File: config.mk
export PLATFORM = sky130hd
export DESIGN_NAME = xld_out_skid
export DESIGN_NICKNAME = d
export VERILOG_FILES = /design/src/hdl/xld_pkg.sv /design/src/hdl/xld_out_skid.sv
export SDC_FILE = /design/constraint.sdc
export NUM_CORES = 1
export LEC_CHECK = 0
export BUFFER_PORTS_ARGS = -buffer_cell sky130_fd_sc_hd__buf_2
export CORE_ASPECT_RATIO = 1.25
export CORE_MARGIN = 5
export CORE_UTILIZATION = 25
export CTS_CLUSTER_DIAMETER = 50
export DETAILED_ROUTE_END_ITERATION = 6
export GPL_TIMING_DRIVEN = 1
export PLACE_DENSITY = 0.4
export SLEW_MARGIN = 20
export SYNTH_ARGS = -nofsm -noshare
export SYNTH_HDL_FRONTEND = slang
export SYNTH_SLANG_ARGS = --single-unit
File: constraint.sdc
create_clock -name clk -period 4.3 [get_ports clk]
set_input_delay 0.215 -clock clk [delete_from_list [all_inputs] [get_ports clk]]
set_output_delay 0.215 -clock clk [all_outputs]
set_load 0.02 [all_outputs]
File: src/hdl/xld_pkg.sv
// ---------------------------------------------------------------------------
// Xiph lace deframer package
// Item types for both channels, the status codes and the sizing defaults
// shared by the deframer and its output buffer.
// ---------------------------------------------------------------------------
package xld_pkg;

    // Sizing defaults for the top-level parameters.
    localparam int MAX_LACES_DEF = 256;
    localparam int SIZE_BITS_DEF = 24;

    // Fixed field widths of the item formats.
    localparam int BYTE_W      = 8;
    localparam int LACE_W      = 8;
    localparam int LACE_SIZE_W = 24;

    // Largest byte value, which continues a lace size.
    localparam logic [BYTE_W-1:0] SIZE_CONT = 8'hFF;

    // Frame status reported with the last byte.
    typedef enum logic [1:0] {
        ST_OK           = 2'd0,
        ST_END_IN_SIZES = 2'd1,
        ST_TOO_SHORT    = 2'd2,
        ST_OVERFLOW     = 2'd3
    } status_t;

    // One input item: a frame byte and its end flag.
    typedef struct packed {
        logic [BYTE_W-1:0] data_byte;
        logic              frame_last;
    } in_item_t;

    // One result item.
    typedef struct packed {
        logic [BYTE_W-1:0]      byte_out;
        logic                   is_payload;
        logic [LACE_W-1:0]      lace_index;
        logic                   lace_first;
        logic                   size_done;
        logic [LACE_SIZE_W-1:0] lace_size;
        logic                   frame_done;
        status_t                status;
    } out_item_t;

endpackage

File: src/hdl/xld_out_skid.sv
// ---------------------------------------------------------------------------
// Output register with skid stage
// Holds finished result items toward the downstream side. The skid entry
// catches the item that arrives while the output is stalled, so the stall
// back to the producer comes straight from a register.
// ---------------------------------------------------------------------------
module xld_out_skid (
    input  logic              clk,
    input  logic              rst_n,
    input  logic              push,
    input  xld_pkg::out_item_t push_data,
    output logic              full,
    output logic              out_valid,
    input  logic              out_stall,
    output xld_pkg::out_item_t out_data
);

    import xld_pkg::*;

    logic      out_valid_reg;
    logic      out_valid_next;
    logic      skid_valid_reg;
    logic      skid_valid_next;
    out_item_t out_data_reg;
    out_item_t out_data_next;
    out_item_t skid_data_reg;
    out_item_t skid_data_next;
    logic      out_free;

    // Next state: refill the output from the skid entry first.
    always_comb
    begin
        out_free        = !out_valid_reg || !out_stall;
        out_valid_next  = out_valid_reg;
        skid_valid_next = skid_valid_reg;
        out_data_next   = out_data_reg;
        skid_data_next  = skid_data_reg;
        if (out_free)
        begin
            if (skid_valid_reg)
            begin
                out_valid_next  = 1'b1;
                out_data_next   = skid_data_reg;
                skid_valid_next = 1'b0;
            end
            else if (push)
            begin
                out_valid_next = 1'b1;
                out_data_next  = push_data;
            end
            else
            begin
                out_valid_next = 1'b0;
            end
        end
        else if (push)
        begin
            skid_valid_next = 1'b1;
            skid_data_next  = push_data;
        end
    end

    // Valid flags.
    always_ff @(posedge clk or negedge rst_n)
    begin
        if (!rst_n)
        begin
            out_valid_reg  <= 1'b0;
            skid_valid_reg <= 1'b0;
        end
        else
        begin
            out_valid_reg  <= out_valid_next;
            skid_valid_reg <= skid_valid_next;
        end
    end

    // Item data.
    always_ff @(posedge clk)
    begin
        out_data_reg  <= out_data_next;
        skid_data_reg <= skid_data_next;
    end

    assign full      = skid_valid_reg;
    assign out_valid = out_valid_reg;
    assign out_data  = out_data_reg;

endmodule

Yosys cells after proc, flatten, opt, wreduce, memory -nomap -nowiden:

Cells that the tools add are included.

* logic and storage cells: 32
* register bits after elaboration: 94
* output and inout port bits: 48
* input bits: 50

* multiplexer cells: 6
* reductions and logical operators: 7
* bitwise operators: 1

Operators with widths (number)
* 46-bit two-way mux: 2
* 1-bit two-way mux: 4
* 2-bit AND reduction: 2
* 2-bit nonzero test: 2
* 1-bit zero test: 2
* 1-bit logical OR: 1
* 1-bit inverter: 1

Logic depth before layout (Yosys ltp):

* depth in word-level cells: 4
* mapped depth: 3
* gate-level depth less buffers: 1

Worst setup path after synthesis:

Ideal clock, no wire load.

* kind: flip-flop to flip-flop
* start: reg skid_valid_reg, in the netlist full
* end: reg out_data_reg (netlist bit out_data[0]) (enable)
* library setup time: 0.472 ns
* period minus slack after synthesis: 3.756 ns
* setup slack: 0.544 ns
* path buffers: 2
* stages on the path, launching flop included: 4
* data arrival time: 3.284 ns
* data required time: 3.828 ns
* cells stage by stage: dfrtp_1 > buf_6 > buf_6 > a2bb2oi_1

* cells in the longest elaborated chain, start to end: 2

RTL lines
* start: declaration: RTL line xld_out_skid.sv:22 `logic skid_valid_reg;`
* start signal: assignment: RTL line xld_out_skid.sv:74 `skid_valid_reg <= skid_valid_next;`
* 2-bit nonzero test (no line)
* 2-bit AND reduction (no line)
* end signal: assignment: RTL line xld_out_skid.sv:81 `out_data_reg <= out_data_next;`
* end: declaration: RTL line xld_out_skid.sv:24 `out_item_t out_data_reg;`

Every way passes these cells.
A chain may end at the register's enable or synchronous reset.

Worst setup path in the final report:

* start: reg out_valid_reg, in the netlist out_valid
* end: reg out_data_reg (netlist bit out_data[13]) (enable)

* cells in the longest elaborated chain, start to end: 3

RTL lines
* start: declaration: RTL line xld_out_skid.sv:20 `logic out_valid_reg;`
* start signal: assignment: RTL line xld_out_skid.sv:73 `out_valid_reg <= out_valid_next;`
* 1-bit zero test: RTL line xld_out_skid.sv:33 `out_free = !out_valid_reg || !out_stall;`
* 1-bit logical OR: RTL line xld_out_skid.sv:33
* 2-bit AND reduction (no line)

Every way passes these cells.

==> out/qor.yml <==
clocking:
  post_cts_buffers: 0
  insertion_delay_ns: 0.34
  ctsRootBufferMaster: "sky130_fd_sc_hd__clkbuf_16"
  clk_transition_reported_paths_ns: 0.07
  cts_made_buffers: 9
  htreeDepth: 3
  tritoncts_clock_tree: "built"
  cts_num_sinks: 94
  cts_buffer_depth: 2
sta:
  report.final.setup_viol: 0
  fin_worst_skew_ns: 0.00851
  max_freq_mhz: 528
  hold_viol: 0
  worst-slew-pin-transition_ns: 0.750
  final.min_clock_period_ns: 1.89
  tns_ns: 0
  maxSlewHeadroom: 0.498
  grt_setup_unrepaired: "false"
  final_worst_path_cycle_share: 0.440
  drv_slew: 0
pwr:
  leakagePower_nw: 1.67
  p_total_mw: 2.20
  net_switching_share_of_the_total_power: 0.212
  power.density_cell_area_mw_per_mm2: 491
  switching_power_uw: 466
  vdd_ir_drop_max_mv: 0.183
  power.share.clock: 0.403
  power_frac_seq: 0.499
  internal-power_mw: 1.73
  proportion_of_power_drawn_by_combinational_gates: 0.098
min_path:
  hold_path_depth: 1
  hp-start: "push_data[39]"
  hold_path.class: "in2reg"
  worstHoldEndpoint: "skid_data_reg[39]"
drt:
  final_antenna_net_count: 0
  detail_route.drc_violations: 0
  vias_per_cell: 3.94
  detail_route.first_pass.iterations: 4
  drt_wl_total_um: 7100
  average_wire_per_standard_cell_um: 16.3
  num_vias: 1713
  first_iter_violations: 32
grt:
  grt.total_usage: 0.0893
  grt_first_pass_wirelength_um: 10600
  grt.overflow.total: 0
  pin_count_of_the_biggest_net_entering_global_routing: 50
  antenna_found_initial: 0
  first_global_vias: 1864
run_status:
  result_of_the_run: "completed"
yosys:
  synth.distinct_cells: 10
  biggest_area_contributors_in_the_synthesized_netlist: "sky130_fd_sc_hd__edfxtp_1 (80%), sky130_fd_sc_hd__mux2_2 (13%), sky130_fd_sc_hd__mux2_4 (3.1%)"
  syn-cell-area_mm2: 0.00344
  synthDominantAreaCellType: "sky130_fd_sc_hd__edfxtp_1"
  net_count_after_synthesis: 199
  syn_avg_cell_area_um2: 23.1
  synth.yosys.seq_area_share: 0.819
  post_synth_inst_count: 149
  synth-warning-count: 0
  synth_top_cell_area_share: 0.804
  synth_seq_cells: 94
die:
  die_y_um: 141
  ioPinCount: 98
  start_util: 0.252
  rows: 48
  core_mm2: 0.0136
  die_width_um: 115
  area_enclosed_by_the_die_boundary_mm2: 0.0162
placed_design:
  place.gp.congestion: 0.654
  place.detailed.hpwl_um: 4630
  placed_cell_area_mm2: 0.00414
  dp.cells: 419
  io_buffers: 97
setup_path:
  cp_max_fo: 26
  critPathKind: "reg2reg"
  cp-end-kind: "flop"
  reg2reg_end: "out_data[13]"
  worst_r2r_startpoint: "out_valid"
  r2r_setup_slack_ns: 2.41
  cp_data_arrival_time_ns: 1.89
  worst_r2r_path_depth: 2
  required_time_at_the_worst_slack_endpoint_ns: 4.30
  startpoint_type: "flop"
final_layout:
  area_delta_synth_final_pct: 30.3
  diodes: 0
  post_route_cells_drive_above_1_share: 0.623
  post-route-cell-area_mm2: 0.00448
  final_cells: 435
  post-route-util: 0.328
  layout.nets: 306
run:
  drv.max_cap_violation_count: 0
## layout by cell type (no fill, tap or decap)
master                          instances
sky130_fd_sc_hd__buf_2                 97
sky130_fd_sc_hd__clkbuf_16              9
sky130_fd_sc_hd__clkinv_2               1
sky130_fd_sc_hd__mux2_2                39
sky130_fd_sc_hd__a2bb2oi_4              1
sky130_fd_sc_hd__dlygate4sd3_1          1
sky130_fd_sc_hd__o211a_1                1
sky130_fd_sc_hd__mux2_4                 7
sky130_fd_sc_hd__dfrtp_2                1
sky130_fd_sc_hd__bufinv_16              3
sky130_fd_sc_hd__and3_2                 1
sky130_fd_sc_hd__edfxtp_1              92
sky130_fd_sc_hd__buf_4                  3
sky130_fd_sc_hd__clkbuf_1               1
sky130_fd_sc_hd__dfrtp_1                1
sky130_fd_sc_hd__a211o_1                1
sky130_fd_sc_hd__clkinv_1               1
## cells by family after synthesis
logic type,count (synthesis),synth area share
AO/OA/AOI/OAI,3,0.00801
buffers and inverters,5,0.0131
flip-flops,94,0.819
multiplexers,46,0.158
AND/OR/NAND/NOR,1,0.00182
## worst max path at each step
stage | startpoint | endpoint | slack [ns]
6_report | out_valid | out_data[13] | 2.41
5_1_grt | out_valid | out_data[27] | 2.23
4_1_cts | out_valid | out_data[8] | 2.32
3_5_place_dp | out_valid | out_data[10] | 2.32
3_3_place_gp | out_valid | out_data[5] | 2.35
2_1_floorplan | full | out_data[0] | 0.54
## per-layer routing
metal / wire length, um / part of all wire / GRT usage / vias up
met5: 0 / 0 / 0 / -
met4: 120 / 0.017 / 0.0445 / 0
met3: 412 / 0.058 / 0.0309 / 9
met2: 3620 / 0.51 / 0.144 / 48
met1: 2950 / 0.42 / 0.105 / 844
li1: - / - / - / 812
## critical path, cell delays in order, from the launching register on
cell and delay [ns]:
sky130_fd_sc_hd__dfrtp_1 0.44, sky130_fd_sc_hd__a2bb2oi_4 0.64, sky130_fd_sc_hd__buf_4 0.47
## power groups by stage
| stage | logic [mW] | clock network, mW | registers [mW] |
|---|---|---|---|
| after floorplan | 0.0810 | 0 | 1.17 |
| after global placement | 0.222 | 0 | 1.12 |
| after detailed placement | 0.222 | 0 | 1.12 |
| after CTS | 0.224 | 0.913 | 1.10 |
| after global routing | 0.234 | 0.955 | 1.10 |
| final | 0.215 | 0.885 | 1.10 |
## synth_stat cells (all sizes together)
library cell and number:
a211o 1, mux2 46, a2bb2oi 1, o211a 1, dfrtp 2, buf 5, edfxtp 92, and3 1
## final cells by class
class / instances / area (um2)
fillers: 1342 / 9160
flip-flops and latches: 94 / 2810
repair buffers: 101 / 518
clock inverters: 5 / 98.8
well taps: 175 / 219
multi-input cells: 50 / 597
clock buffers: 10 / 229
## timing repair
action | in CTS | in global routing
endpoints found under the hold margin | 2 | 0
gates resized for setup | 0 | 0
hold buffers | 1 | 0
setup endpoints to repair | 0 | 0
## per-stage QoR
step                worst slack [ns]  hold slack [ns]
floorplan                      0.544          -0.0806
global placement                2.35         0.000177
detailed placement              2.32          0.00380
CTS                             2.32           0.0492
global route                    2.23           0.0487
finish                          2.41           0.0643
Note: power is estimated with default switching activity, not from simulation.
